**src/hdl/screen_damage_box_tracker_macros.svh**
```systemverilog
// ----------------------------------------------------------------------------
// Screen damage box tracker assertion macros
// Shorthand for clocked concurrent checks with a synchronous active-low reset.
// ----------------------------------------------------------------------------
`ifndef SCREEN_DAMAGE_BOX_TRACKER_MACROS_SVH
`define SCREEN_DAMAGE_BOX_TRACKER_MACROS_SVH

// Same-cycle implication.
`define SDBT_ASSERT_IMP(lbl, clk, rst_n, ante, cons, msg) \
    lbl: assert property (@(posedge clk) disable iff (!rst_n) (ante) |-> (cons)) \
        else $error(msg);

// Next-cycle implication.
`define SDBT_ASSERT_NXT(lbl, clk, rst_n, ante, cons, msg) \
    lbl: assert property (@(posedge clk) disable iff (!rst_n) (ante) |=> (cons)) \
        else $error(msg);

`endif

```
**src/hdl/sdbt_pkg.sv**
```systemverilog
// ----------------------------------------------------------------------------
// Screen damage box tracker package
// Item types, operation codes, command format and the box clip function.
// ----------------------------------------------------------------------------
package sdbt_pkg;

    // Operation codes of an input item
    localparam logic [2:0] OP_CLEAR  = 3'd0;
    localparam logic [2:0] OP_CELLS  = 3'd1;
    localparam logic [2:0] OP_CURSOR = 3'd2;
    localparam logic [2:0] OP_FULL   = 3'd3;
    localparam logic [2:0] OP_OFFSET = 3'd4;

    // Command kinds passed from front to back
    localparam logic [1:0] K_NONE  = 2'd0;
    localparam logic [1:0] K_CLEAR = 2'd1;
    localparam logic [1:0] K_ADD   = 2'd2;
    localparam logic [1:0] K_FULL  = 2'd3;

    // Box coordinates on the canvas (covers canvases up to 4095 pixels)
    localparam int C_COORD_W = 12;
    // Unclipped pixel arithmetic on cell and cursor positions
    localparam int C_WIDE_W  = 14;

    localparam int         C_CELL_PX_W    = 6;
    localparam int         C_CELL_PX_H    = 16;
    localparam int         C_CURSOR_SIZE  = 16;
    localparam logic [7:0] C_CURSOR_HIDDEN = 8'hD8;
    localparam logic [7:0] C_OFFSET_MASK  = 8'h07;

    typedef struct packed {
        logic [2:0] operation;
        logic [7:0] h_pos;
        logic [7:0] v_pos;
        logic [7:0] cells_wide;
        logic [7:0] cells_high;
        logic [7:0] offset_value;
    } t_in_item;

    typedef struct packed {
        logic       fb_changed;
        logic       whole_screen;
        logic [8:0] box_x;
        logic [8:0] box_y;
        logic [9:0] box_w;
        logic [8:0] box_h;
        logic       offset_taken;
    } t_out_item;

    // Clipped box as start and end corners; end is exclusive
    typedef struct packed {
        logic                 valid;
        logic [C_COORD_W-1:0] x0;
        logic [C_COORD_W-1:0] y0;
        logic [C_COORD_W-1:0] x1;
        logic [C_COORD_W-1:0] y1;
    } t_box;

    typedef struct packed {
        logic [1:0] kind;
        logic       touch;
        logic       taken;
        t_box       box_a;
        t_box       box_b;
    } t_cmd;

    // Cut a box at the right and bottom canvas edges; drop it if nothing is left.
    function automatic t_box clip_box(
        input logic [C_WIDE_W-1:0] x,
        input logic [C_WIDE_W-1:0] y,
        input logic [C_WIDE_W-1:0] w,
        input logic [C_WIDE_W-1:0] h,
        input logic [C_WIDE_W-1:0] cw,
        input logic [C_WIDE_W-1:0] ch
    );
        t_box                b;
        logic [C_WIDE_W-1:0] ex;
        logic [C_WIDE_W-1:0] ey;
        ex      = x + w;
        ey      = y + h;
        b.valid = (w != '0) && (h != '0) && (x < cw) && (y < ch);
        b.x0    = x[C_COORD_W-1:0];
        b.y0    = y[C_COORD_W-1:0];
        b.x1    = (ex > cw) ? cw[C_COORD_W-1:0] : ex[C_COORD_W-1:0];
        b.y1    = (ey > ch) ? ch[C_COORD_W-1:0] : ey[C_COORD_W-1:0];
        return b;
    endfunction

endpackage

```
**src/hdl/screen_damage_box_tracker.sv**
```systemverilog
// ----------------------------------------------------------------------------
// Screen damage box tracker
// Widens one screen damage box with each display event and reports it; a clear item empties it.
// ----------------------------------------------------------------------------
//  channel | direction | handshake          | payload
//  input   | in        | i_valid / o_stall  | i_data (t_in_item)
//  output  | out       | o_valid / i_stall  | o_data (t_out_item)
//
// One item per cycle sustained while i_stall is low; each item is queued, then merged into a registered result.
// The front end decodes and clips in the accept cycle, the back end merges
// the box and registers the result from a two-entry queue.
// Reset clears the box, flags, cursor state and display offset.
// A stalled output holds its result; o_stall rises once the queue is full.
// ----------------------------------------------------------------------------
`include "screen_damage_box_tracker_macros.svh"

module screen_damage_box_tracker
    import sdbt_pkg::*;
#(
    parameter int CANVAS_WIDTH  = 512,
    parameter int CANVAS_HEIGHT = 424
) (
    input  logic      i_clk,
    input  logic      i_rst_n,
    input  logic      i_valid,
    output logic      o_stall,
    input  t_in_item  i_data,
    output logic      o_valid,
    input  logic      i_stall,
    output t_out_item o_data
);

    logic       in_accept;
    t_cmd       front_cmd;
    t_cmd       q_cmd;
    logic       q_empty;
    logic       q_full;
    logic [1:0] q_count;
    logic       back_take;

    assign o_stall   = q_full;
    assign in_accept = i_valid && !q_full;

    sdbt_front #(
        .CANVAS_WIDTH  (CANVAS_WIDTH),
        .CANVAS_HEIGHT (CANVAS_HEIGHT)
    ) u_front (
        .i_clk    (i_clk),
        .i_rst_n  (i_rst_n),
        .i_accept (in_accept),
        .i_item   (i_data),
        .o_cmd    (front_cmd)
    );

    sdbt_queue u_queue (
        .i_clk   (i_clk),
        .i_rst_n (i_rst_n),
        .i_push  (in_accept),
        .i_cmd   (front_cmd),
        .i_pop   (back_take),
        .o_cmd   (q_cmd),
        .o_empty (q_empty),
        .o_full  (q_full),
        .o_count (q_count)
    );

    sdbt_back #(
        .CANVAS_WIDTH  (CANVAS_WIDTH),
        .CANVAS_HEIGHT (CANVAS_HEIGHT)
    ) u_back (
        .i_clk       (i_clk),
        .i_rst_n     (i_rst_n),
        .i_cmd_valid (!q_empty),
        .i_cmd       (q_cmd),
        .o_cmd_take  (back_take),
        .o_valid     (o_valid),
        .i_stall     (i_stall),
        .o_data      (o_data)
    );

    `SDBT_ASSERT_NXT(a_accept_queued, i_clk, i_rst_n, in_accept, q_count != 2'd0, "accepted item not queued")
    `SDBT_ASSERT_IMP(a_whole_touched, i_clk, i_rst_n, o_valid && o_data.whole_screen, o_data.fb_changed, "whole screen without framebuffer change")
    `SDBT_ASSERT_IMP(a_offset_full, i_clk, i_rst_n, o_valid && o_data.offset_taken, o_data.whole_screen, "taken offset did not invalidate screen")

endmodule

```
**src/hdl/sdbt_front.sv**
```systemverilog
// ----------------------------------------------------------------------------
// Screen damage box tracker front end
// Decodes an item, tracks cursor and display offset, builds clipped boxes.
// ----------------------------------------------------------------------------
module sdbt_front
    import sdbt_pkg::*;
#(
    parameter int CANVAS_WIDTH  = 512,
    parameter int CANVAS_HEIGHT = 424
) (
    input  logic     i_clk,
    input  logic     i_rst_n,
    input  logic     i_accept,
    input  t_in_item i_item,
    output t_cmd     o_cmd
);

    localparam logic [C_WIDE_W-1:0] LP_CW = C_WIDE_W'(CANVAS_WIDTH);
    localparam logic [C_WIDE_W-1:0] LP_CH = C_WIDE_W'(CANVAS_HEIGHT);
    localparam logic [C_WIDE_W-1:0] LP_CURSOR = C_WIDE_W'(C_CURSOR_SIZE);

    logic       r_cursor_known, n_cursor_known;
    logic       r_cursor_shown, n_cursor_shown;
    logic [7:0] r_cursor_h, n_cursor_h;
    logic [7:0] r_cursor_v, n_cursor_v;
    logic [7:0] r_row_offset, n_row_offset;

    logic [C_WIDE_W-1:0] cell_x, cell_y, cell_w, cell_h;
    logic [C_WIDE_W-1:0] old_x, old_y, new_x, new_y;
    logic                old_on, new_on;
    t_box                cell_box, old_box, new_box;

    always_comb begin
        cell_x = C_WIDE_W'(i_item.h_pos) * C_WIDE_W'(C_CELL_PX_W);
        cell_y = (C_WIDE_W'(r_row_offset) + (C_WIDE_W'(i_item.v_pos) << 3)) << 1;
        cell_w = C_WIDE_W'(i_item.cells_wide) * C_WIDE_W'(C_CELL_PX_W);
        cell_h = C_WIDE_W'(i_item.cells_high) * C_WIDE_W'(C_CELL_PX_H);
        old_x  = C_WIDE_W'(r_cursor_h) << 1;
        old_y  = (C_WIDE_W'(r_cursor_v) + C_WIDE_W'(1)) << 1;
        new_x  = C_WIDE_W'(i_item.h_pos) << 1;
        new_y  = (C_WIDE_W'(i_item.v_pos) + C_WIDE_W'(1)) << 1;
        old_on = r_cursor_known && r_cursor_shown;
        new_on = (i_item.v_pos != C_CURSOR_HIDDEN);

        cell_box = clip_box(cell_x, cell_y, cell_w, cell_h, LP_CW, LP_CH);
        old_box  = clip_box(old_x, old_y, LP_CURSOR, LP_CURSOR, LP_CW, LP_CH);
        new_box  = clip_box(new_x, new_y, LP_CURSOR, LP_CURSOR, LP_CW, LP_CH);
        old_box.valid = old_box.valid && old_on;
        new_box.valid = new_box.valid && new_on;
    end

    always_comb begin
        o_cmd             = '0;
        o_cmd.kind        = K_NONE;
        n_cursor_known    = r_cursor_known;
        n_cursor_shown    = r_cursor_shown;
        n_cursor_h        = r_cursor_h;
        n_cursor_v        = r_cursor_v;
        n_row_offset      = r_row_offset;
        case (i_item.operation)
            OP_CLEAR: begin
                o_cmd.kind = K_CLEAR;
            end
            OP_CELLS: begin
                o_cmd.kind  = K_ADD;
                o_cmd.touch = 1'b1;
                o_cmd.box_a = cell_box;
            end
            OP_CURSOR: begin
                o_cmd.kind     = K_ADD;
                o_cmd.touch    = old_on || new_on;
                o_cmd.box_a    = old_box;
                o_cmd.box_b    = new_box;
                n_cursor_known = 1'b1;
                n_cursor_shown = new_on;
                n_cursor_h     = i_item.h_pos;
                n_cursor_v     = i_item.v_pos;
            end
            OP_FULL: begin
                o_cmd.kind  = K_FULL;
                o_cmd.touch = 1'b1;
            end
            OP_OFFSET: begin
                // take only offsets on a whole cell row
                if ((i_item.offset_value & C_OFFSET_MASK) == '0) begin
                    o_cmd.kind   = K_FULL;
                    o_cmd.touch  = 1'b1;
                    o_cmd.taken  = 1'b1;
                    n_row_offset = i_item.offset_value;
                end
            end
            default: begin
                o_cmd.kind = K_NONE;
            end
        endcase
    end

    always_ff @(posedge i_clk) begin
        if (!i_rst_n) begin
            r_cursor_known <= 1'b0;
            r_cursor_shown <= 1'b0;
            r_cursor_h     <= '0;
            r_cursor_v     <= '0;
            r_row_offset   <= '0;
        end else if (i_accept) begin
            r_cursor_known <= n_cursor_known;
            r_cursor_shown <= n_cursor_shown;
            r_cursor_h     <= n_cursor_h;
            r_cursor_v     <= n_cursor_v;
            r_row_offset   <= n_row_offset;
        end
    end

endmodule

```
**src/hdl/sdbt_queue.sv**
```systemverilog
// ----------------------------------------------------------------------------
// Screen damage box tracker command queue
// Two-entry queue between front and back end.
// ----------------------------------------------------------------------------
module sdbt_queue
    import sdbt_pkg::*;
(
    input  logic       i_clk,
    input  logic       i_rst_n,
    input  logic       i_push,
    input  t_cmd       i_cmd,
    input  logic       i_pop,
    output t_cmd       o_cmd,
    output logic       o_empty,
    output logic       o_full,
    output logic [1:0] o_count
);

    localparam int DEPTH = 2;

    t_cmd       r_mem [DEPTH];
    logic       r_wr_ptr;
    logic       r_rd_ptr;
    logic [1:0] r_count;

    assign o_cmd   = r_mem[r_rd_ptr];
    assign o_empty = (r_count == 2'd0);
    assign o_full  = (r_count == 2'(DEPTH));
    assign o_count = r_count;

    always_ff @(posedge i_clk) begin
        if (i_push) begin
            r_mem[r_wr_ptr] <= i_cmd;
        end
    end

    always_ff @(posedge i_clk) begin
        if (!i_rst_n) begin
            r_wr_ptr <= 1'b0;
            r_rd_ptr <= 1'b0;
            r_count  <= '0;
        end else begin
            if (i_push) begin
                r_wr_ptr <= ~r_wr_ptr;
            end
            if (i_pop) begin
                r_rd_ptr <= ~r_rd_ptr;
            end
            case ({i_push, i_pop})
                2'b10:   r_count <= r_count + 2'd1;
                2'b01:   r_count <= r_count - 2'd1;
                default: r_count <= r_count;
            endcase
        end
    end

endmodule

```
**src/hdl/sdbt_back.sv**
```systemverilog
// ----------------------------------------------------------------------------
// Screen damage box tracker back end
// Applies commands to the damage box and registers the result item.
// ----------------------------------------------------------------------------
module sdbt_back
    import sdbt_pkg::*;
#(
    parameter int CANVAS_WIDTH  = 512,
    parameter int CANVAS_HEIGHT = 424
) (
    input  logic      i_clk,
    input  logic      i_rst_n,
    input  logic      i_cmd_valid,
    input  t_cmd      i_cmd,
    output logic      o_cmd_take,
    output logic      o_valid,
    input  logic      i_stall,
    output t_out_item o_data
);

    localparam logic [C_COORD_W-1:0] LP_CW = C_COORD_W'(CANVAS_WIDTH);
    localparam logic [C_COORD_W-1:0] LP_CH = C_COORD_W'(CANVAS_HEIGHT);

    t_box      r_box, n_box;
    logic      r_full, n_full;
    logic      r_touched, n_touched;
    logic      r_valid;
    t_out_item r_out, n_out;
    t_box      mrg_a, mrg_b;
    logic [C_COORD_W-1:0] box_w, box_h;

    // Smallest box holding both; an invalid side contributes nothing.
    function automatic t_box merge_box(input t_box cur, input t_box add);
        t_box m;
        if (!add.valid) begin
            m = cur;
        end else if (!cur.valid) begin
            m = add;
        end else begin
            m.valid = 1'b1;
            m.x0    = (add.x0 < cur.x0) ? add.x0 : cur.x0;
            m.y0    = (add.y0 < cur.y0) ? add.y0 : cur.y0;
            m.x1    = (add.x1 > cur.x1) ? add.x1 : cur.x1;
            m.y1    = (add.y1 > cur.y1) ? add.y1 : cur.y1;
        end
        return m;
    endfunction

    assign o_cmd_take = i_cmd_valid && (!r_valid || !i_stall);
    assign o_valid    = r_valid;
    assign o_data     = r_out;

    always_comb begin
        mrg_a     = merge_box(r_box, i_cmd.box_a);
        mrg_b     = merge_box(mrg_a, i_cmd.box_b);
        n_box     = r_box;
        n_full    = r_full;
        n_touched = r_touched;
        case (i_cmd.kind)
            K_CLEAR: begin
                n_box     = '0;
                n_full    = 1'b0;
                n_touched = 1'b0;
            end
            K_ADD: begin
                n_touched = r_touched || i_cmd.touch;
                // ignore new damage once the whole canvas is marked
                if (!r_full) begin
                    n_box = mrg_b;
                end
            end
            K_FULL: begin
                n_box.valid = 1'b1;
                n_box.x0    = '0;
                n_box.y0    = '0;
                n_box.x1    = LP_CW;
                n_box.y1    = LP_CH;
                n_full      = 1'b1;
                n_touched   = 1'b1;
            end
            default: begin
                n_box = r_box;
            end
        endcase

        box_w              = n_box.x1 - n_box.x0;
        box_h              = n_box.y1 - n_box.y0;
        n_out.fb_changed   = n_touched;
        n_out.whole_screen = n_full;
        n_out.box_x        = n_box.x0[8:0];
        n_out.box_y        = n_box.y0[8:0];
        n_out.box_w        = box_w[9:0];
        n_out.box_h        = box_h[8:0];
        n_out.offset_taken = i_cmd.taken;
    end

    always_ff @(posedge i_clk) begin
        if (!i_rst_n) begin
            r_box     <= '0;
            r_full    <= 1'b0;
            r_touched <= 1'b0;
            r_valid   <= 1'b0;
        end else begin
            if (o_cmd_take) begin
                r_box     <= n_box;
                r_full    <= n_full;
                r_touched <= n_touched;
                r_valid   <= 1'b1;
            end else if (!i_stall) begin
                r_valid <= 1'b0;
            end
        end
    end

    always_ff @(posedge i_clk) begin
        if (o_cmd_take) begin
            r_out <= n_out;
        end
    end

endmodule
```
**config.mk**
```make
export PLATFORM = sky130hd
export DESIGN_NAME = screen_damage_box_tracker
export DESIGN_NICKNAME = d
export VERILOG_FILES = /design/src/hdl/sdbt_pkg.sv /design/src/hdl/screen_damage_box_tracker.sv /design/src/hdl/sdbt_front.sv /design/src/hdl/sdbt_queue.sv /design/src/hdl/sdbt_back.sv
export VERILOG_INCLUDE_DIRS = /design/src /design/src/hdl
export SDC_FILE = /design/constraint.sdc
export NUM_CORES = 1
export LEC_CHECK = 0
export ABC_CLOCK_PERIOD_IN_PS = 8200
export BUFFER_PORTS_ARGS = -buffer_cell sky130_fd_sc_hd__buf_2
export CORE_ASPECT_RATIO = 0.9
export CORE_MARGIN = 10
export CORE_UTILIZATION = 44
export CTS_CLUSTER_SIZE = 30
export DETAILED_ROUTE_END_ITERATION = 12
export GPL_ROUTABILITY_DRIVEN = 0
export PLACE_DENSITY = 0.57
export SLEW_MARGIN = 10
export SYNTH_ARGS = -nofsm -noshare
export SYNTH_HDL_FRONTEND = slang
export SYNTH_SLANG_ARGS = --single-unit
```
**constraint.sdc**
```tcl
create_clock -name i_clk -period 8.2 [get_ports i_clk]
set_clock_uncertainty 0.05 [all_clocks]
set_input_delay 0.82 -clock i_clk [delete_from_list [all_inputs] [get_ports i_clk]]
set_output_delay 0.82 -clock i_clk [all_outputs]
set_load 0.005 [all_outputs]
```
==> After elaboration in Yosys (flattened, before gate mapping) <==
Memory sizes are Yosys's and may differ from the RTL's. A register that Yosys moved wholly into a read port is not among the register bits.
Index checks and enable logic that the tools add are counted.
{ "totals": {"n_memories": 1, "inputBits": 47, "out_inout_bits": 42, "mem_bits_rw": 204, "elab_cells": 138, "register_bits": 122} }
{ "mem_list": {"columns": ["name", "depth", "width", "read_ports", "rd_ports_with_merged_regs", "wr", "line_no", "rtl"], "rows": [
  ["u_queue.r_mem", 2, 102, 1, 1, 1, "sdbt_queue.sv:21", "t_cmd r_mem [DEPTH];"]
]} }
{ "op_classes": {"eq_ne": 13, "add_sub_neg": 13, "order_cmp": 20, "bitwise": 2, "mux": 35, "n_mul": 2, "n_reduce_logical": 29} }
{ "op_table": {"columns": ["operator", "count"], "rows": [
  ["$mux 49", 4],
  ["$mux 12", 14],
  ["$pmux 49 s3", 1],
  ["$pmux 49 s2", 1],
  ["$mux 48", 2],
  ["$gt 12x12->1", 4],
  ["$lt 12x12->1", 4],
  ["$gt 14x10->1 const B", 3],
  ["$gt 14x9->1 const B", 3],
  ["$lt 14x9->1 const B", 3],
  ["$add 14x5->14 const B", 2],
  ["$add 9x5->10 const B", 2],
  ["$lt 9x10->1 const B", 2],
  ["$mul 8x2->10 const B", 2],
  ["$add 8x1->9 const B", 2],
  ["$add 14x12->14", 1],
  ["$reduce_bool 13->1", 1],
  ["$add 11x11->12", 1],
  ["$add 8x11->12", 1],
  ["$lt 11x10->1 const B", 1],
  ["$reduce_bool 11->1", 1],
  ["$logic_and 1x1->1", 10],
  ["$sub 10x10->10", 1],
  ["$sub 9x9->9", 1],
  ["27 further kinds", 47]
]} }

==> Logic depth before layout (Yosys ltp) <==
Gate-level depths: netlist of run 1.
{ "depth": {"word_depth": 11, "depth_mapped": 35} }

==> Hierarchy <==
Synthesis of run 1 repeated with hierarchy kept, for this count alone.
{ "unflattened": {"hier_cells": 1840, "area_unflattened_um2": 19756.4} }
{ "modules_own_cells": {"columns": ["mod", "n_inst", "cells_per_inst", "area_each_um2", "seq_area_each_um2"], "rows": [
  ["sdbt_back", 1, 886, 7683.6, 2242.2],
  ["sdbt_queue", 1, 339, 7566.0, 6226.0],
  ["sdbt_front", 1, 613, 4489.3, 520.5],
  ["screen_damage_box_tracker", 1, 2, 17.5, 0.0]
]} }

==> Worst setup path before layout of run 1 <==
OpenSTA, ideal clock, no wires.
{ "synth_path": {"kind": "register to register", "from": "register (tool-made name)", "to": "register u_back.r_out, in the netlist u_back.o_data[19] (data pin)", "path_slack_ns": 0.902, "t_arrival_ns": 6.980, "stages_incl_launch_ff": 35, "n_path_buf": 7, "t_required_ns": 7.882, "setup_ns": 0.268, "cell_sequence": "dfxtp_1 -> buf_4 -> buf_2 -> buf_1 -> clkbuf_1 -> mux2_2 -> ha_1 -> nor2b_1 -> o211ai_1 -> a21oi_1 -> o41ai_1 -> buf_2 -> and2_1 -> buf_2 -> a21oi_1 -> ha_1 -> a21o_1 -> a21o_1 -> a21oi_1 -> nor2b_1 -> a2111o_1 -> a21oi_1 -> clkbuf_1 -> o21ai_0 -> nand3_1 -> a21o_1 -> ha_1 -> nor2b_1 -> o21ai_0 -> nand2b_1 -> a21o_1 -> a21o_1 -> a31oi_1 -> o21ai_0 -> xnor3_1"} }
{ "synth_lines": {"columns": ["item", "line_no", "rtl"], "rows": [
  ["end signal, assigned", "sdbt_back.sv:117", "r_out <= n_out;"],
  ["end, declared", "sdbt_back.sv:28", "t_out_item r_out, n_out;"]
]} }

==> qor.yml, run 1 <==
syn_inst: 1706
cp_top_family: "compound AO/OA/AOI/OAI gates"
die_y_um: 210
relSlewSlack_pct: 27.5
hold_path.class: "reg -> reg"
clockBufferDepth: 3
start_util_pct: 44.6
synth-main-ff-cell: "edfxtp_1"
final_cell_mix: "210 x edfxtp_1, 151 x ha_1, 129 x inv_1, 125 x nand2_1, 120 x a21oi_1"
cts.sinks: 293
rows: 69
syn_to_final_growth_pct: 12.4
vias: 13016
cts_setup_buffers: 0
ff2ff_setup_slack_ns: 0.92
pwr-share-comb_pct: 46.8
cp-end-kind: "flop"
crit_required_ns: 8.42
layout_commonest_cell: "edfxtp_1"
grt_pass1_wl_um: 73100
cp.buffers_inverters: 1
routed_wirelength_um: 46800
numCtsBuffers: 35
max-cap-violations: 0
grt_antenna_before_repair: 0
post-route-period-util_pct: 88.7
p_int_mw: 4.13
cp_max_fo: 26
top_layer: "met4"
max_freq_mhz: 137
wl_met2_um: 18800
cp-start-kind: "flop"
die_area_um2: 48500
first_iter_violations: 1110
synth_seq_cells: 293
synth_top_area_cell: "edfxtp_1"
wl_met1_um: 24000
drc: 0
synth_edf_count: 210
finalNetCount: 2004
post_cts_resized: 0
ctsRootBufferMaster: "clkbuf_16"
post_drt_wl_per_cell_um: 19.9
rsz0062_at_grt: "false"
grt_pass1_vias: 12703
worstPathArrival_ns: 7.50
power.share.sequential_pct: 31.0
slowest_stage: "dfxtp_4"
wl_met3_um: 3130
firstDrtPassIters: 5
hold_viol_final: 0
syn_area_um2: 17600
yosys_warnings: 0
async_flop_share_pct: 0
irDropWorstVdd_uv: 177
power.density_nw_per_um2: 340
ys_seq_area_share_pct: 45.2
power_frac_clock_pct: 22.1
power_switching_mw: 2.61
grtUsageTotal_pct: 19.1
core_area_um2: 39500
cpPeakStageDelay_ns: 0.62
port_buffers: 88
synth.area.top_cells: "edfxtp_1 36%, ha_1 11%, dfxtp_1 9.4%, mux2i_1 4.5%, mux2_2 4.2%"
worst_pin_slew_ns: 1.08
maxSlewViolCount: 0
grt.overflow.total: 0
fin_setup_tns_ns: 0
holdBufCountCts: 0
finalSetupViolCount: 0
status: "finished, final reports clean"
p_leak_nw: 7.86
synth_top_cell_area_share_pct: 35.8
yosys.cell_types.count: 83
clkTransAtPathRegs_ns: 0.06
fin_crit_ns: 7.28
antenna_cells: 0
die_w_um: 231
viasPerCell: 5.52
power.share.switching_pct: 38.7
insertion_delay_ns: 0.54
post-dp-hpwl_um: 35000
critPathKind: "reg -> reg"
ant_nets: 0
htreeDepth: 2
grt_max_degree: 54
cts_tree: "done"
avgSynthCellArea_um2: 10.3
drive_above_1_share_pct: 13.8
totalPowerFinal_mw: 6.74
ios: 89
-- path summary, 6_finish.rpt --
| check | from | to | cells after the start |
|---|---|---|---|
| worst max register to register | flop | u_back.o_data[9] | 27 |
| worst min register to register | u_back.r_box[47] | u_back.r_box[47] | 2 |
| worst min-delay path | u_back.r_box[47] | u_back.r_box[47] | 2 |
| worst max-delay path | flop | u_back.o_data[9] | 27 |
-- sequential cells by signal (all words and copies together) (netlist names), 2 cells and up, named ones only --
name / count
u_front.r_row_offset: 8
u_front.r_cursor_v: 8
u_back.o_data: 40
u_front.r_cursor_h: 8
u_back.r_box: 49
u_queue.r_mem: 170
u_queue.o_count: 2
-- kinds of logic (layout without fill, tap and decap cells) --
logic type	count (synthesis)	after routing	synth area share, %
AOI/OAI and AO/OA	397	397	14.6
xor gates and xnor gates	70	70	3.56
adders and majority gates	158	158	11.5
buffers and inverters	199	304	4.41
DFF	293	293	45.2
muxes	146	146	8.80
other	1	14	0.0213
and+or+nand+nor	442	442	11.9
-- power groups by stage --
stage / Clock, mW / Sequential (mW) / Combinational [mW]
after detailed placement: 0 / 2.13 / 3.14
after global placement: 0 / 2.13 / 3.10
final: 1.49 / 2.09 / 3.16
after global routing: 1.59 / 2.12 / 3.53
after CTS: 1.53 / 2.10 / 3.16
after floorplan: 0 / 2.09 / 2.29
-- worst min-delay path, delay by kind of cell, from the launching register on --
kind / cells / cell delay (ns)
AND/OR/NAND/NOR: 2 / 0.10
flip-flops: 1 / 0.33
-- cell usage after synthesis, types with 8 or more instances --
| library cell | count |
|---|---|
| a211oi_1 | 18 |
| a31oi_1 | 8 |
| a22o_1 | 10 |
| nor4_1 | 9 |
| clkbuf_1 | 48 |
| o21ai_0 | 76 |
| edfxtp_1 | 210 |
| xnor2_1 | 41 |
| nand3_1 | 49 |
| buf_2 | 15 |
| dfxtp_1 | 83 |
| a22oi_1 | 14 |
| nand4_1 | 16 |
| a32o_1 | 11 |
| nor2b_1 | 15 |
| o21bai_1 | 9 |
| a21oi_1 | 120 |
| a21o_1 | 53 |
| nand2_1 | 125 |
| nor3_1 | 22 |
| and2_1 | 21 |
| inv_1 | 129 |
| and3_1 | 11 |
| mux2i_1 | 79 |
| nor2_1 | 124 |
| o22ai_1 | 9 |
| xor2_1 | 28 |
| nand2b_1 | 20 |
| o31ai_1 | 11 |
| mux2_2 | 65 |
| ha_1 | 151 |
-- routing by layer --
layer | vias up | global-route usage (%)
met2 | 408 | 27.3
met1 | 6136 | 29.0
met5 | - | 0
met4 | 0 | 4.96
met3 | 54 | 3.33
li1 | 6418 | -
-- final cells by class --
type	instances	area, um^2
Inverter	131	492
Tap cell	532	666
Sequential cell	293	7970
Multi-Input combinational cell	1227	8980
Clock inverter	16	146
Timing Repair Buffer	111	626
Clock buffer	46	938
Fill cell	3670	19700
-- metrics by stage --
stage               utilization [%]  cells  hold WS (ns)  setup WS (ns)  cell area (um^2)
finish                         50.1   2356         0.420          0.923             19800
global route                   50.1   2356         0.452          0.326             19800
CTS                            50.1   2356         0.416          0.687             19800
detailed placement             47.4   2294         0.409          0.689             18700
global placement               47.4   2294         0.400          0.860             18700
floorplan                         -   1719         0.378          0.902             17700
Note: power is estimated with default switching activity, not from simulation.
==> inputs of run 2 (changes only) <==
--- a/config.mk
+++ b/config.mk
@@ -8,13 +8,14 @@
 export LEC_CHECK = 0
 export ABC_CLOCK_PERIOD_IN_PS = 8200
 export BUFFER_PORTS_ARGS = -buffer_cell sky130_fd_sc_hd__buf_2
-export CORE_ASPECT_RATIO = 0.9
+export CELL_PAD_IN_SITES_DETAIL_PLACEMENT = 1
+export CELL_PAD_IN_SITES_GLOBAL_PLACEMENT = 1
 export CORE_MARGIN = 10
 export CORE_UTILIZATION = 44
 export CTS_CLUSTER_SIZE = 30
 export DETAILED_ROUTE_END_ITERATION = 12
 export GPL_ROUTABILITY_DRIVEN = 0
-export PLACE_DENSITY = 0.57
+export PLACE_DENSITY = 0.7
 export SLEW_MARGIN = 10
 export SYNTH_ARGS = -nofsm -noshare
 export SYNTH_HDL_FRONTEND = slang
==> run 2 against run 1 <==
  * Critical endpoint unchanged
  * Sequential cell count unchanged
  * Hold slack improved by 0.013 ns
  * Largest power group unchanged
  * Sequential power about the same
  * Combinational power increased by 3%
==> qor.yml, run 2 (synthesis results as in run 1) <==
maxSlewViolCount: 0  # unchanged
final_cell_mix: "210 x edfxtp_1, 151 x ha_1, 129 x inv_1, 125 x nand2_1, 120 x a21oi_1"
ios: 89  # unchanged
grtUsageTotal_pct: 21.4  # +2.3 points
grt_pass1_wl_um: 80500  # +10%
ant_nets: 0  # unchanged
drive_above_1_share_pct: 13.9  # +0.10 points
regMostFlops: "u_queue.r_mem"
irDropWorstVdd_uv: 124  # -30%
port_buffers: 88  # unchanged
htreeDepth: 2  # unchanged
cts.sinks: 293  # unchanged
first_iter_violations: 769  # -31%
fin_crit_ns: 7.47  # +0.194 ns
layout_commonest_cell: "edfxtp_1"
max_freq_mhz: 134  # -2.6%
die_area_um2: 48500  # about the same
die_w_um: 220  # -4.7%
largest_reg_flops: 170  # unchanged
clockBufferDepth: 3  # unchanged
critPathKind: "reg -> reg"
p_leak_nw: 7.88  # +0.31%
numCtsBuffers: 34  # -2.9%
post-route-util_pct: 50.1  # about the same
cp-end-kind: "flop"
cp_max_fo: 23  # -12%
firstDrtPassIters: 5  # unchanged
grt_antenna_before_repair: 0  # unchanged
cp-start-kind: "flop"
status: "finished, final reports clean"
vias: 13317  # +2.3%
die_y_um: 220  # +4.9%
worst_pin_slew_ns: 1.16  # +0.0803 ns
cpPeakStageDelay_ns: 0.58  # -0.04 ns
cts_tree: "done"
viasPerCell: 5.67  # +2.6%
start_util_pct: 44.5  # -0.11 points
post-dp-hpwl_um: 39000  # +12%
drc: 0  # unchanged
syn_to_final_growth_pct: 12.7
fin_setup_tns_ns: 0  # unchanged
holdBufCountCts: 0  # unchanged
antenna_cells: 0  # unchanged
routed_wirelength_um: 51300  # +9.6%
post_drt_wl_per_cell_um: 21.8  # +9.8%
post-route-period-util_pct: 91.1  # +2.4 points
insertion_delay_ns: 0.56  # +0.02 ns
finalSetupViolCount: 0  # unchanged
cts_setup_buffers: 0  # unchanged
hold_viol_final: 0  # unchanged
hold_path.class: "reg -> reg"
grt_max_degree: 85  # +57%
rsz0062_at_grt: "false"
relSlewSlack_pct: 22.4  # -5.2 points
rows: 73  # +5.8%
core_area_um2: 39600  # +0.25%
slowest_stage: "dfxtp_4"
power.density_nw_per_um2: 348  # +2.1%
dpl.cell_count: 2288  # -0.26%
grt.overflow.total: 0  # unchanged
crit_required_ns: 8.44  # +0.02 ns
finalNetCount: 2004  # unchanged
ctsRootBufferMaster: "clkbuf_16"
clkTransAtPathRegs_ns: 0.06  # about the same
max-cap-violations: 0  # unchanged
layoutNonFillerInstCount: 2350  # -0.25%
worstPathArrival_ns: 7.71  # +0.21 ns
grt_pass1_vias: 14019  # +10%
post_cts_resized: 0  # unchanged
[run 2: cell count changes in the layout (fill, tap and decap cells not counted), sizes merged]
| cell | change |
|---|---|
| inv | -1 |
| bufinv | +2 |
| buf | +1 |
| clkinvlp | +1 |
| clkinv | -2 |
[run 2: layout make-up]
type	instances	area (um^2)
Clock inverter	16	205
Multi-Input combinational cell	1227	8980
Clock buffer	46	927
Fill cell	4439	19800
Inverter	131	492
Timing Repair Buffer	112	633
Tap cell	525	657
Sequential cell	293	7970
[run 2: per-layer routing]
| metal | GRT usage (%) | wire length (um) | up-vias |
|---|---|---|---|
| met5 | 0 | 0 | - |
| met4 | 6.25 | 1100 | 0 |
| met2 | 34.5 | 23600 | 263 |
| met1 | 29.1 | 24200 | 6577 |
| li1 | - | - | 6413 |
| met3 | 3.37 | 2370 | 64 |
[run 2: worst paths after layout]
path,slack (ns),to,from,depth (start not counted)
worst min-delay path,0.43,u_back.r_box[24],u_back.r_box[24],2
worst min register to register,0.43,u_back.r_box[24],u_back.r_box[24],2
worst max register to register,0.73,u_back.o_data[9],flop,28
worst max-delay path,0.73,u_back.o_data[9],flop,28
[run 2: per-stage QoR]
step	setup WS [ns]	hold WS (ns)	cell area [um^2]	power [mW]
CTS	0.675	0.416	19900	6.95
global route	0.0528	0.451	19900	7.41
floorplan	0.902	0.378	17700	4.38
detailed placement	0.725	0.421	18700	5.36
finish	0.729	0.433	19900	6.90
global placement	0.970	0.407	18700	5.24
[run 2: power breakdown]
group          total (mW)  internal, mW  switching, mW
Combinational        3.25          1.31           1.94
Sequential           2.10          1.97          0.129
Clock                1.56         0.927          0.633
[run 2: worst max-delay path: cells and delay by family, from the launching register on]
family                   cells  cell delay [ns]
adder cells (fa/ha/maj)      3             0.88
XOR/XNOR                     2             0.23
flip-flops                   1             0.58
multiplexers                 4             1.39
buffers and inverters        2             0.54
AO/OA/AOI/OAI               12             2.72
AND/OR/NAND/NOR              5             0.78
